<file path="src/rtl/core/rsd_pkg.sv">
// Shared types and constants for the run-length sprite span decoder.
// Used by rsd_cfg, rsd_span and rle_sprite_span_decoder_core.
package rsd_pkg;

    typedef enum logic [3:0] {
        PH_HDR0    = 4'd0,
        PH_HDR1    = 4'd1,
        PH_LEFT_LO = 4'd2,
        PH_LEFT_HI = 4'd3,
        PH_TOP_LO  = 4'd4,
        PH_TOP_HI  = 4'd5,
        PH_HDR6    = 4'd6,
        PH_HDR7    = 4'd7,
        PH_CODE_LO = 4'd8,
        PH_CODE_HI = 4'd9,
        PH_DX_LO   = 4'd10,
        PH_DX_HI   = 4'd11,
        PH_DY_LO   = 4'd12,
        PH_DY_HI   = 4'd13,
        PH_COLOR   = 4'd14,
        PH_SUB     = 4'd15
    } phase_t;

    localparam logic [1:0] ST_SPAN  = 2'd0;
    localparam logic [1:0] ST_DONE  = 2'd1;
    localparam logic [1:0] ST_ERROR = 2'd2;

    localparam logic [2:0] REG_POS_X        = 3'd0;
    localparam logic [2:0] REG_POS_Y        = 3'd1;
    localparam logic [2:0] REG_BUF_WIDTH    = 3'd2;
    localparam logic [2:0] REG_BUF_HEIGHT   = 3'd3;
    localparam logic [2:0] REG_COLOR_OFFSET = 3'd4;
    localparam logic [2:0] REG_CLIP_ENABLE  = 3'd5;
    localparam logic [2:0] REG_CLIP_X       = 3'd6;
    localparam logic [2:0] REG_CLIP_Y       = 3'd7;

    typedef struct packed {
        logic signed [15:0] pos_x;
        logic signed [15:0] pos_y;
        logic [12:0]        buf_width;
        logic [12:0]        buf_height;
        logic [7:0]         color_offset;
        logic               clip_enable;
        logic [31:0]        clip_x_bounds;
        logic [31:0]        clip_y_bounds;
    } cfg_t;

    typedef struct packed {
        logic signed [15:0] left;
        logic signed [15:0] top;
        logic signed [15:0] dx;
        logic signed [15:0] dy;
        logic [15:0]        texels_done;
        logic [6:0]         count;
    } span_req_t;

    typedef struct packed {
        logic [1:0]  status;
        logic [23:0] address;
        logic [6:0]  length;
    } span_res_t;

endpackage

</file>
<file path="src/rtl/core/rsd_cfg.sv">
// Configuration register bank of the sprite span decoder.
// Depends on rsd_pkg for register indexes and the cfg_t bundle.
module rsd_cfg (
    input  logic               clk,
    input  logic               rst_n,
    input  logic               cfg_wr_en,
    input  logic [2:0]         cfg_index,
    input  logic [31:0]        cfg_data,
    output rsd_pkg::cfg_t      cfg
);

    rsd_pkg::cfg_t cfg_reg;

    always_ff @(posedge clk or negedge rst_n)
    begin
        if (!rst_n)
        begin
            cfg_reg.pos_x         <= '0;
            cfg_reg.pos_y         <= '0;
            cfg_reg.buf_width     <= 13'd320;
            cfg_reg.buf_height    <= 13'd200;
            cfg_reg.color_offset  <= '0;
            cfg_reg.clip_enable   <= 1'b0;
            cfg_reg.clip_x_bounds <= '0;
            cfg_reg.clip_y_bounds <= '0;
        end
        else if (cfg_wr_en)
        begin
            unique case (cfg_index)
                rsd_pkg::REG_POS_X:        cfg_reg.pos_x         <= cfg_data[15:0];
                rsd_pkg::REG_POS_Y:        cfg_reg.pos_y         <= cfg_data[15:0];
                rsd_pkg::REG_BUF_WIDTH:    cfg_reg.buf_width     <= cfg_data[12:0];
                rsd_pkg::REG_BUF_HEIGHT:   cfg_reg.buf_height    <= cfg_data[12:0];
                rsd_pkg::REG_COLOR_OFFSET: cfg_reg.color_offset  <= cfg_data[7:0];
                rsd_pkg::REG_CLIP_ENABLE:  cfg_reg.clip_enable   <= cfg_data[0];
                rsd_pkg::REG_CLIP_X:       cfg_reg.clip_x_bounds <= cfg_data;
                rsd_pkg::REG_CLIP_Y:       cfg_reg.clip_y_bounds <= cfg_data;
                default:                   cfg_reg.clip_enable   <= cfg_reg.clip_enable;
            endcase
        end
    end

    assign cfg = cfg_reg;

endmodule

</file>
<file path="src/rtl/core/rsd_span.sv">
// Span geometry: clip window, linear address and buffer bounds for one run.
// Depends on rsd_pkg; purely combinational, one row multiply per run.
module rsd_span #(
    parameter int MAX_BUF_DIM = 4096
) (
    input  rsd_pkg::cfg_t     cfg,
    input  rsd_pkg::span_req_t req,
    output rsd_pkg::span_res_t res
);

    logic [12:0]        w;
    logic [12:0]        h;
    logic [25:0]        wh;
    logic signed [17:0] ysum;
    logic signed [16:0] yscr;
    logic signed [31:0] row;
    logic signed [19:0] x0;
    logic signed [21:0] lo_raw;
    logic signed [21:0] hi_raw;
    logic signed [21:0] n_last;
    logic signed [21:0] lo_c;
    logic signed [21:0] hi_c;
    logic signed [21:0] cnt;
    logic               y_ok;
    logic               none;
    logic signed [33:0] base;
    logic signed [33:0] addr_lo;
    logic signed [34:0] room;
    logic signed [15:0] xmin;
    logic signed [15:0] xmax;
    logic signed [15:0] ymin;
    logic signed [15:0] ymax;

    assign w = (cfg.buf_width > 13'(MAX_BUF_DIM)) ? 13'(MAX_BUF_DIM) : cfg.buf_width;
    assign h = (cfg.buf_height > 13'(MAX_BUF_DIM)) ? 13'(MAX_BUF_DIM) : cfg.buf_height;
    assign wh = w * h;

    assign xmin = cfg.clip_x_bounds[15:0];
    assign xmax = cfg.clip_x_bounds[31:16];
    assign ymin = cfg.clip_y_bounds[15:0];
    assign ymax = cfg.clip_y_bounds[31:16];

    assign ysum = 18'(req.top) + 18'(cfg.pos_y) + 18'(req.dy);
    assign yscr = 17'(cfg.pos_y) + 17'(req.dy);
    assign row  = ysum * $signed({1'b0, w});
    assign x0   = 20'(cfg.pos_x) + 20'(req.dx) + $signed({4'b0, req.texels_done});

    assign y_ok   = (17'(ymin) <= yscr) && (yscr <= 17'(ymax));
    assign lo_raw = 22'(xmin) - 22'(x0);
    assign hi_raw = 22'(xmax) - 22'(x0);
    assign n_last = $signed({15'b0, req.count}) - 22'sd1;

    always_comb
    begin
        if (cfg.clip_enable)
        begin
            lo_c = (lo_raw < 0) ? 22'sd0 : lo_raw;
            hi_c = (hi_raw < n_last) ? hi_raw : n_last;
        end
        else
        begin
            lo_c = 22'sd0;
            hi_c = n_last;
        end
    end

    assign none    = (cfg.clip_enable && !y_ok) || (lo_c > hi_c);
    assign cnt     = hi_c - lo_c + 22'sd1;
    assign base    = 34'(req.left) + 34'(x0) + 34'(row);
    assign addr_lo = base + 34'(lo_c);
    assign room    = $signed({9'b0, wh}) - 35'(addr_lo);

    always_comb
    begin
        res.status  = rsd_pkg::ST_SPAN;
        res.address = '0;
        res.length  = '0;
        priority if (none)
        begin
            res.status = rsd_pkg::ST_SPAN;
        end
        else if (addr_lo < 0 || room <= 0)
        begin
            res.status = rsd_pkg::ST_ERROR;
        end
        else if (room < 35'(cnt))
        begin
            res.status  = rsd_pkg::ST_ERROR;
            res.address = addr_lo[23:0];
            res.length  = room[6:0];
        end
        else
        begin
            res.address = addr_lo[23:0];
            res.length  = cnt[6:0];
        end
    end

endmodule

</file>
<file path="src/rtl/core/rle_sprite_span_decoder_core.sv">
// Top level of the run-length sprite span decoder: byte parser and result register.
// Depends on rsd_pkg, rsd_cfg and rsd_span.
//
//  Port group | Direction | Handshake          | Content
//  input      | in        | in_valid/in_ready  | data_byte, shape_start
//  output     | out       | out_valid/out_ready| status, pixel_address, span_length,
//             |           |                    | pixel_color, bytes_consumed
//  config     | in        | cfg_wr_en          | cfg_index, cfg_data
//
// One byte per cycle unless out_ready stalls; a result shows in the next cycle.
// The critical path is the per-run row multiply plus the bounds compare.
// Reset clears the parser and loads register defaults.
// A byte is taken whenever the result register is empty or being drained.
module rle_sprite_span_decoder_core #(
    parameter int MAX_BUF_DIM = 4096
) (
    input  logic        clk,
    input  logic        rst_n,
    input  logic        in_valid,
    output logic        in_ready,
    input  logic [7:0]  data_byte,
    input  logic        shape_start,
    output logic        out_valid,
    input  logic        out_ready,
    output logic [1:0]  status,
    output logic [23:0] pixel_address,
    output logic [6:0]  span_length,
    output logic [7:0]  pixel_color,
    output logic [15:0] bytes_consumed,
    input  logic        cfg_wr_en,
    input  logic [2:0]  cfg_index,
    input  logic [31:0] cfg_data
);

    rsd_pkg::cfg_t      cfg;
    rsd_pkg::span_req_t req;
    rsd_pkg::span_res_t span;

    rsd_pkg::phase_t phase_reg, phase_next, ph_cur;
    logic [15:0] left_reg, left_next;
    logic [15:0] top_reg, top_next;
    logic [7:0]  hold_reg, hold_next, hold_cur;
    logic [15:0] dx_reg, dx_next;
    logic [15:0] dy_reg, dy_next;
    logic [14:0] total_reg, total_next;
    logic        comp_reg, comp_next;
    logic [15:0] td_reg, td_next, td_run;
    logic [6:0]  sub_reg, sub_next;
    logic [15:0] bc_reg, bc_next, bc_inc;
    logic        err_reg, err_next;

    logic        accept;
    logic        has_res;
    logic        use_span;
    logic [1:0]  res_status;
    logic [23:0] res_addr;
    logic [6:0]  res_len;
    logic [7:0]  res_color;
    logic [15:0] res_bytes;
    logic [15:0] code;
    logic        skip;

    logic        out_valid_reg;
    logic [1:0]  status_reg;
    logic [23:0] addr_reg;
    logic [6:0]  len_reg;
    logic [7:0]  color_reg;
    logic [15:0] bytes_reg;

    rsd_cfg u_cfg (
        .clk       (clk),
        .rst_n     (rst_n),
        .cfg_wr_en (cfg_wr_en),
        .cfg_index (cfg_index),
        .cfg_data  (cfg_data),
        .cfg       (cfg)
    );

    assign req.left        = left_reg;
    assign req.top         = top_reg;
    assign req.dx          = dx_reg;
    assign req.dy          = dy_reg;
    assign req.texels_done = td_reg;
    assign req.count       = (phase_reg == rsd_pkg::PH_COLOR) ? 7'd1 : sub_reg;

    rsd_span #(
        .MAX_BUF_DIM (MAX_BUF_DIM)
    ) u_span (
        .cfg (cfg),
        .req (req),
        .res (span)
    );

    assign in_ready = !out_valid_reg || out_ready;
    assign accept   = in_valid && in_ready;
    assign skip     = !shape_start && err_reg;
    assign ph_cur   = shape_start ? rsd_pkg::PH_HDR0 : phase_reg;
    assign hold_cur = shape_start ? 8'd0 : hold_reg;
    assign code     = {data_byte, hold_cur};
    assign bc_inc   = (ph_cur >= rsd_pkg::PH_CODE_LO && bc_reg != 16'hFFFF)
                      ? bc_reg + 16'd1 : bc_reg;
    assign td_run   = td_reg + ((phase_reg == rsd_pkg::PH_COLOR) ? 16'd1 : {9'b0, sub_reg});

    // next state
    always_comb
    begin
        phase_next = phase_reg;
        left_next  = left_reg;
        top_next   = top_reg;
        hold_next  = hold_reg;
        dx_next    = dx_reg;
        dy_next    = dy_reg;
        total_next = total_reg;
        comp_next  = comp_reg;
        td_next    = td_reg;
        sub_next   = sub_reg;
        bc_next    = bc_reg;
        err_next   = err_reg;
        if (shape_start)
        begin
            left_next  = '0;
            top_next   = '0;
            dx_next    = '0;
            dy_next    = '0;
            total_next = '0;
            comp_next  = 1'b0;
            td_next    = '0;
            sub_next   = '0;
            err_next   = 1'b0;
        end
        if (!skip)
        begin
            bc_next   = shape_start ? 16'd0 : bc_inc;
            hold_next = hold_cur;
            unique case (ph_cur)
                rsd_pkg::PH_LEFT_LO, rsd_pkg::PH_TOP_LO, rsd_pkg::PH_CODE_LO,
                rsd_pkg::PH_DX_LO, rsd_pkg::PH_DY_LO:
                begin
                    hold_next  = data_byte;
                    phase_next = rsd_pkg::phase_t'(ph_cur + 4'd1);
                end
                rsd_pkg::PH_LEFT_HI:
                begin
                    left_next  = code;
                    phase_next = rsd_pkg::PH_TOP_LO;
                end
                rsd_pkg::PH_TOP_HI:
                begin
                    top_next   = code;
                    phase_next = rsd_pkg::PH_HDR6;
                end
                rsd_pkg::PH_CODE_HI:
                begin
                    hold_next = '0;
                    if (code == 16'd0)
                    begin
                        phase_next = rsd_pkg::PH_HDR0;
                        bc_next    = '0;
                    end
                    else
                    begin
                        comp_next  = code[0];
                        total_next = code[15:1];
                        phase_next = rsd_pkg::PH_DX_LO;
                    end
                end
                rsd_pkg::PH_DX_HI:
                begin
                    dx_next    = code;
                    phase_next = rsd_pkg::PH_DY_LO;
                end
                rsd_pkg::PH_DY_HI:
                begin
                    dy_next   = code;
                    hold_next = '0;
                    td_next   = '0;
                    sub_next  = '0;
                    if (total_reg == 15'd0)
                        phase_next = rsd_pkg::PH_CODE_LO;
                    else
                        phase_next = comp_reg ? rsd_pkg::PH_SUB : rsd_pkg::PH_COLOR;
                end
                rsd_pkg::PH_COLOR:
                begin
                    td_next = td_run;
                    if (span.status == rsd_pkg::ST_ERROR)
                        err_next = 1'b1;
                    if (comp_reg)
                    begin
                        sub_next = sub_reg - 7'd1;
                        if (sub_reg == 7'd1)
                            phase_next = (td_run < {1'b0, total_reg})
                                         ? rsd_pkg::PH_SUB : rsd_pkg::PH_CODE_LO;
                    end
                    else if (td_run >= {1'b0, total_reg})
                    begin
                        phase_next = rsd_pkg::PH_CODE_LO;
                    end
                end
                rsd_pkg::PH_SUB:
                begin
                    if (hold_cur != 8'd0)
                    begin
                        td_next   = td_run;
                        sub_next  = '0;
                        hold_next = '0;
                        if (span.status == rsd_pkg::ST_ERROR)
                            err_next = 1'b1;
                        phase_next = (comp_reg && td_run < {1'b0, total_reg})
                                     ? rsd_pkg::PH_SUB : rsd_pkg::PH_CODE_LO;
                    end
                    else
                    begin
                        sub_next = data_byte[7:1];
                        if (data_byte[0])
                            hold_next = 8'd1;
                        else if (data_byte[7:1] != 7'd0)
                            phase_next = rsd_pkg::PH_COLOR;
                        else
                            phase_next = (comp_reg && td_reg < {1'b0, total_reg})
                                         ? rsd_pkg::PH_SUB : rsd_pkg::PH_CODE_LO;
                    end
                end
                default:
                begin
                    phase_next = rsd_pkg::phase_t'(ph_cur + 4'd1);
                end
            endcase
        end
    end

    // result
    always_comb
    begin
        has_res   = 1'b0;
        use_span  = 1'b0;
        res_bytes = '0;
        if (!skip)
        begin
            unique case (ph_cur)
                rsd_pkg::PH_CODE_HI:
                begin
                    has_res   = (code == 16'd0);
                    res_bytes = bc_inc;
                end
                rsd_pkg::PH_COLOR:
                begin
                    has_res  = 1'b1;
                    use_span = 1'b1;
                end
                rsd_pkg::PH_SUB:
                begin
                    has_res  = (hold_cur != 8'd0);
                    use_span = 1'b1;
                end
                default:
                begin
                    has_res = 1'b0;
                end
            endcase
        end
        res_status = use_span ? span.status : rsd_pkg::ST_DONE;
        res_addr   = use_span ? span.address : 24'd0;
        res_len    = use_span ? span.length : 7'd0;
        res_color  = use_span ? data_byte + cfg.color_offset : 8'd0;
    end

    always_ff @(posedge clk or negedge rst_n)
    begin
        if (!rst_n)
        begin
            phase_reg <= rsd_pkg::PH_HDR0;
            left_reg  <= '0;
            top_reg   <= '0;
            hold_reg  <= '0;
            dx_reg    <= '0;
            dy_reg    <= '0;
            total_reg <= '0;
            comp_reg  <= 1'b0;
            td_reg    <= '0;
            sub_reg   <= '0;
            bc_reg    <= '0;
            err_reg   <= 1'b0;
        end
        else if (accept)
        begin
            phase_reg <= phase_next;
            left_reg  <= left_next;
            top_reg   <= top_next;
            hold_reg  <= hold_next;
            dx_reg    <= dx_next;
            dy_reg    <= dy_next;
            total_reg <= total_next;
            comp_reg  <= comp_next;
            td_reg    <= td_next;
            sub_reg   <= sub_next;
            bc_reg    <= bc_next;
            err_reg   <= err_next;
        end
    end

    always_ff @(posedge clk or negedge rst_n)
    begin
        if (!rst_n)
            out_valid_reg <= 1'b0;
        else if (accept)
            out_valid_reg <= has_res;
        else if (out_ready)
            out_valid_reg <= 1'b0;
    end

    always_ff @(posedge clk)
    begin
        if (accept && has_res)
        begin
            status_reg <= res_status;
            addr_reg   <= res_addr;
            len_reg    <= res_len;
            color_reg  <= res_color;
            bytes_reg  <= res_bytes;
        end
    end

    assign out_valid      = out_valid_reg;
    assign status         = status_reg;
    assign pixel_address  = addr_reg;
    assign span_length    = len_reg;
    assign pixel_color    = color_reg;
    assign bytes_consumed = bytes_reg;

    a_done_empty: assert property (@(posedge clk) disable iff (!rst_n)
        out_valid_reg && status_reg == rsd_pkg::ST_DONE |-> addr_reg == 24'd0 && len_reg == 7'd0)
        else $error("done transaction carries span data");

    a_err_latched: assert property (@(posedge clk) disable iff (!rst_n)
        out_valid_reg && status_reg == rsd_pkg::ST_ERROR |-> err_reg)
        else $error("bounds error shown without parser lock");

    a_empty_span: assert property (@(posedge clk) disable iff (!rst_n)
        out_valid_reg && status_reg == rsd_pkg::ST_SPAN && len_reg == 7'd0 |-> addr_reg == 24'd0)
        else $error("empty span with nonzero address");

    a_locked_quiet: assert property (@(posedge clk) disable iff (!rst_n)
        accept && err_reg && !shape_start |=> !out_valid_reg)
        else $error("result produced while locked after error");

endmodule

</file>
<file path="config.mk">
export PLATFORM = sky130hd
export DESIGN_NAME = rle_sprite_span_decoder_core
export DESIGN_NICKNAME = d
export VERILOG_FILES = /design/src/rtl/core/rsd_pkg.sv /design/src/rtl/core/rsd_cfg.sv /design/src/rtl/core/rsd_span.sv /design/src/rtl/core/rle_sprite_span_decoder_core.sv
export SDC_FILE = /design/constraint.sdc
export NUM_CORES = 2
export LEC_CHECK = 0
export ABC_AREA = 1
export BUFFER_PORTS_ARGS = -buffer_cell sky130_fd_sc_hd__buf_4
export CAP_MARGIN = 40
export CORE_UTILIZATION = 55
export CTS_BUF_LIST = sky130_fd_sc_hd__clkbuf_4 sky130_fd_sc_hd__clkbuf_8 sky130_fd_sc_hd__clkbuf_16
export CTS_CLUSTER_DIAMETER = 40
export DETAILED_ROUTE_END_ITERATION = 10
export MAX_ROUTING_LAYER = met4
export PLACE_DENSITY = 0.72
export SYNTH_ARGS = -nofsm -noshare
export SYNTH_HDL_FRONTEND = slang
export SYNTH_HIERARCHICAL = 1
export SYNTH_SLANG_ARGS = --single-unit
export TNS_END_PERCENT = 50
</file>
<file path="constraint.sdc">
create_clock -name clk -period 31.1 [get_ports clk]
set_input_delay 4.665 -clock clk [delete_from_list [all_inputs] [get_ports clk]]
set_output_delay 4.665 -clock clk [all_outputs]
set_load 0.02 [all_outputs]
</file>
# == After elaboration in Yosys (flattened, before gate mapping) ==
# Cells that the tools add are included.
# totals
in_bits,49
ff_bits,321
out_inout_bits,59
# classes
n_reduce_logical,35
bitwise,3
n_addsub,19
n_eq_ne,26
n_lt_le_gt_ge,14
muxes,74
n_mul,2
# ops
cell,count
$mux W16,19
$mux W22,4
$mux W15,4
$add A16 B16 Y17,3
$mux W7,7
$pmux W16 S3,1
$sub A16 B18 Y19,2
$eq A4 B4 Y1 const B,9
$le A35 B1 Y1 const B,1
$lt A35 B22 Y1,1
$sub A27 B34 Y35,1
$add A34 B22 Y34,1
$lt A34 B1 Y1 const B,1
$add A21 B32 Y33,1
$lt A16 B15 Y1,2
$mul A18 B14 Y32,1
$mux W4,7
$pmux W4 S7,1
$gt A13 B13 Y1 const B,2
$mul A13 B13 Y26,1
$mux W13,2
$mux W8,3
$pmux W8 S3,1
$add A22 B2 Y22 const B,1
47 further kinds,97

# == Longest topological paths before layout ==
# logic_depth
word_depth,17
mapped_depth,76
mapped_depth_nobuf,74

# == By module ==
# Netlist, hierarchy kept.
# by_module_without_submodules
module,cells_per_inst,instances,area_per_inst_um2
rsd_span,3770,1,27219.9
rle_sprite_span_decoder_core,1158,1,10161.0
rsd_cfg,577,1,5113.7

# == Least setup slack after synthesis ==
# Ideal clock, no wire load.
# synth_path
path_kind,reg-to-reg
startpoint,register td_reg[1]
endpoint,"register len_reg[2], in the netlist span_length[2], data pin"
setup_slack_ps,19963
n_path_buf,2
synth_period_minus_slack_ps,11137
t_required_ps,30835
stages_incl_launch_ff,63
t_arrival_ps,10872
path_cell_list,dfrtp_1 -> inv_1 -> fa_1 -> inv_1 -> ha_1 -> fa_1 -> nand3_1 -> nand3_2 -> a21oi_1 -> o21bai_1 -> a21oi_1 -> o21bai_1 -> a21oi_1 -> o21bai_1 -> xor2_1 -> ha_1 -> inv_1 -> nor3_1 -> [... 27 more ...] -> nor2_4 -> and3_1 -> nor2_1 -> ha_1 -> nand2_1 -> inv_1 -> nand3_1 -> nor3_1 -> and3_1 -> nand3_1 -> a31o_2 -> nand2_1 -> inv_1 -> clkbuf_1 -> o21ai_0 -> nor2_2 -> inv_1 -> nor2_1
# synth_between
elab_chain_cells,10
# synth_rtl
element,line_no,text
start: declaration,rle_sprite_span_decoder_core.sv:47,"logic [15:0] td_reg, td_next, td_run;"
start signal: assignment,rle_sprite_span_decoder_core.sv:295,td_reg <= td_next;
$add A17 B17 Y18 *,rsd_span.sv:46,"assign x0 = 20'(cfg.pos_x) + 20'(req.dx) + $signed({4'b0, req.texels_done});"
$sub A16 B18 Y19,rsd_span.sv:49,assign lo_raw = 22'(xmin) - 22'(x0);
$lt A21 B1 Y1,rsd_span.sv:57,lo_c = (lo_raw < 0) ? 22'sd0 : lo_raw;
$mux W22,rsd_span.sv:57,
$mux W22,rsd_span.sv:55,if (cfg.clip_enable)
$add A34 B22 Y34,rsd_span.sv:70,assign addr_lo = base + 34'(lo_c);
$sub A27 B34 Y35,rsd_span.sv:71,"assign room = $signed({9'b0, wh}) - 35'(addr_lo);"
$le A35 B1 Y1,rsd_span.sv:82,else if (addr_lo < 0 || room <= 0)
$logic_or A1 B1 Y1,rsd_span.sv:82,
$reduce_or A3 Y1 (no source line),-,
end signal: assignment,rle_sprite_span_decoder_core.sv:318,len_reg <= res_len;
end: declaration,rle_sprite_span_decoder_core.sv:66,logic [6:0] len_reg;
# Every way passes the cells marked *; elsewhere a longest branch is shown, timed or not.
# A chain may end at the register's enable or synchronous reset.

==> flow_metrics.env <==
export IMPL_finalSetupViolations=0
export IMPL_worstRegToRegCells=66
export IMPL_cp_top_family="adder cells"
export IMPL_cp_arrival_ns=13.77
export IMPL_synth_compound_area_frac=0.0864
export IMPL_path_class="reg2reg"
export IMPL_yosys_warnings=6
export IMPL_hold_path_cell_count=2
export IMPL_critical_path_max_fanout=15
export IMPL_worst_slew_pin_slew_ns=0.903
export IMPL_worst_clock_skew_ns=0.0880
export IMPL_muxShareOfSynthArea=0
export IMPL_antenna_found_initial=2
export IMPL_syn_area_um2=42500
export IMPL_r2r_end="err_reg$_DFFE_PN0P_"
export IMPL_synthXorXnorAreaFrac=0.0336
export IMPL_die_w_um=280
export IMPL_drv_cap=0
export IMPL_drt_initial_drc_count=3403
export IMPL_routabilityCongestion=1.05
export IMPL_synth_top_area_frac=0.216
export IMPL_htreeDepth=2
export IMPL_hold_slack_ns=0.471
export IMPL_layout_drive_gt1_share=0.0706
export IMPL_num_rows=101
export IMPL_totalWireLength_um=137000
export IMPL_drtAntennaViolNets=0
export IMPL_hold_start="u_cfg/cfg[76]$_DFFE_PN1P_"
export IMPL_wl_per_cell_um=20.4
export IMPL_drt_pass1_iterations=9
export IMPL_synth_cells=5505
export IMPL_vias=37300
export IMPL_fp_dieH_um=280
export IMPL_rsz0062_at_grt="no"
export IMPL_synth_edff_count=57
export IMPL_hpwl_um=113000
export IMPL_ios=108
export IMPL_async_flop_share=0.822
export IMPL_grt_pass1_wl_um=211000
export IMPL_ctsHoldBuffers=0
export IMPL_start_util=0.558
export IMPL_largest_reg_flops=131
export IMPL_grt_max_degree=117
export IMPL_synth_fa_ha_area_frac=0.351
export IMPL_seq_area_frac_synth=0.196
export IMPL_cpMostUsedCell="nand2_1"
export IMPL_grt_pass1_vias=36700
export IMPL_cts_setup_buffers=0
export IMPL_max_stage_delay_ns=0.54
export IMPL_numCtsBuffers=59
export IMPL_grtUsageTotal=0.365
export IMPL_r2r_slack_ns=17.92
export IMPL_worstReg2RegStart="td_reg[1]$_DFFE_PN0P_"
export IMPL_slew_headroom=0.398
export IMPL_drv_slew=0
export IMPL_synthDistinctLibCells=66
export IMPL_syn_avg_cell_area_um2=7.72
export IMPL_via_per_inst=5.57
export IMPL_clk_transition_reported_paths_ns=0.06
export IMPL_fin_crit_sh=0.424
export IMPL_hold_class="reg2reg"
export IMPL_synth_area_top_cells="fa_1, dfrtp_1, ha_1, nand2_1, inv_1"
export IMPL_synth_flop_cell="dfrtp_1"
export IMPL_path_buf_inv=8
export IMPL_end_kind="flip-flop"
export IMPL_synth_simple_area_share=0.225
export IMPL_worst_path_max_delay_cell="fa_1"
export IMPL_gr_total_overflow=0
export IMPL_start_kind="flip-flop"
export IMPL_cts_resized=0
export IMPL_status="complete, no violations"
export IMPL_portBuffers=107
export IMPL_synth_top_family_by_area="adder cells"
export IMPL_ys_seq_elements=321
export IMPL_hold_violations=0
export IMPL_cp_data_required_time_ns=31.69
export IMPL_yosysTopAreaCell="fa_1"
export IMPL_clockRootBuffer="clkbuf_16"
export IMPL_drc=0
export IMPL_max_freq_mhz=75.9
export IMPL_syn_nets=6470
export IMPL_min_to="u_cfg/cfg[76]$_DFFE_PN1P_"
export IMPL_synthToLayoutAreaGrowth_pct=9.73
export IMPL_clock_path_buffers=3
export IMPL_nNetsFinal=6576
export IMPL_fin_setup_tns_ns=0
export IMPL_core_region_area_um2=76200
export IMPL_cts_num_sinks=321
export IMPL_min_period_ns=13.18
export IMPL_cts_tree="yes"
export IMPL_die_area_um2=78400
export IMPL_insertion_delay_ns=0.68
per-stage QoR:
| stage | instances | area (um2) | utilization | worst slack (ns) |
|---|---|---|---|---|
| 2_1_floorplan | 5505 | 42500 | - | 19.96 |
| 3_3_place_gp | 6568 | 44300 | 0.581 | 18.65 |
| 3_5_place_dp | 6580 | 44500 | 0.584 | 18.25 |
| 4_1_cts | 6692 | 46600 | 0.612 | 18.21 |
| 5_1_grt | 6694 | 46600 | 0.612 | 17.00 |
| 6_report | 6694 | 46600 | 0.612 | 17.92 |
worst max-delay path by stage:
| stage | startpoint | end | slack, ns | cells after the start |
|---|---|---|---|---|
| floorplan | td_reg[1]$_DFFE_PN0P_ | span_length[2]$_SDFFCE_PN0P_ | 19.96 | 62 |
| detailed placement | td_reg[1]$_DFFE_PN0P_ | err_reg$_DFFE_PN0P_ | 18.25 | 66 |
| global placement | td_reg[1]$_DFFE_PN0P_ | status[1]$_SDFFCE_PN0P_ | 18.65 | 65 |
| global route | td_reg[1]$_DFFE_PN0P_ | err_reg$_DFFE_PN0P_ | 17.00 | 67 |
| finish | td_reg[1]$_DFFE_PN0P_ | err_reg$_DFFE_PN0P_ | 17.92 | 66 |
| CTS | td_reg[1]$_DFFE_PN0P_ | err_reg$_DFFE_PN0P_ | 18.21 | 66 |
synth_stat cells, types with 4 or more instances:
cell type and instances:
buf_6 8, nor3_1 48, clkinv_1 13, nand3_1 232, inv_2 13, a22oi_1 7
nand2_4 5, a31o_2 5, inv_1 1058, a21oi_1 259, nand2_1 1308, xor2_1 99
fa_1 458, xnor2_1 62, o21bai_1 35, o21a_1 5, o22ai_1 59, buf_4 8
buf_2 27, or2_2 11, ha_1 458, nand2_2 25, o21ai_1 14, clkbuf_1 57
dfstp_2 5, nand3b_1 13, a21o_1 15, nor2_2 38, nand3_2 5, nor4_1 16
dfrtp_1 259, o211ai_1 20, edfxtp_1 57, a31oi_1 17, o21ai_0 173, nor2_4 13
nand4_1 52, nor2_1 491, a22o_1 6, a211oi_1 4
layer usage:
metal / vias up / GRT usage / wire length (um)
met3: 361 / 0.0727 / 12000
met5: - / - / 0
met4: 0 / 0.175 / 7520
li1: 17500 / - / -
met1: 17700 / 0.452 / 54900
met2: 1705 / 0.572 / 62400
cell families (layout without fill, tap and decap cells):
group                    count (synthesis)  count (layout)
AND/OR/NAND/NOR                       2273            2273
buffers and inverters                 1190            1347
adder cells (fa/ha/maj)                916             916
AO/OA/AOI/OAI                          642             642
flip-flops                             321             321
XOR/XNOR                               162             162
other                                    1               3
layout make-up:
| type | instances | area, um2 |
|---|---|---|
| Antenna cell | 2 | 5.00 |
| Timing Repair Buffer | 149 | 1240 |
| Fill cell | 6872 | 29600 |
| Inverter | 1086 | 4080 |
| Tap cell | 1030 | 1290 |
| Clock buffer | 66 | 1550 |
| Multi-Input combinational cell | 3994 | 29600 |
| Sequential cell | 321 | 8320 |
| Clock inverter | 46 | 557 |
worst reg2reg max path, delay by kind of cell, from the launching register on:
family | cells | cell delay (ns)
fa+ha+maj | 11 | 4.59
simple gates | 35 | 4.54
compound gates | 10 | 1.83
buf+inv | 8 | 0.95
xor+xnor | 2 | 0.74
flops | 1 | 0.46
placed cells by master, fill, tap and decap left out, types with 14 or more instances in the layout:
cell type / count
nand2_1: 1308
inv_1: 1058
nor2_1: 490
fa_1: 458
ha_1: 458
a21oi_1: 259
dfrtp_1: 259
nand3_1: 232
o21ai_0: 173
buf_4: 139
xor2_1: 99
xnor2_1: 62
o22ai_1: 59
clkbuf_16: 59
edfxtp_1: 57
nand4_1: 52
nor3_1: 48
nor2_2: 38
o21bai_1: 35
nand2_2: 25
o211ai_1: 20
a31oi_1: 17
nor4_1: 16
a21o_1: 15
nor2_4: 14
o21ai_1: 14
Power is not shown: default switching activity piles up to over one toggle a cycle in this logic, so the estimate is an artifact.
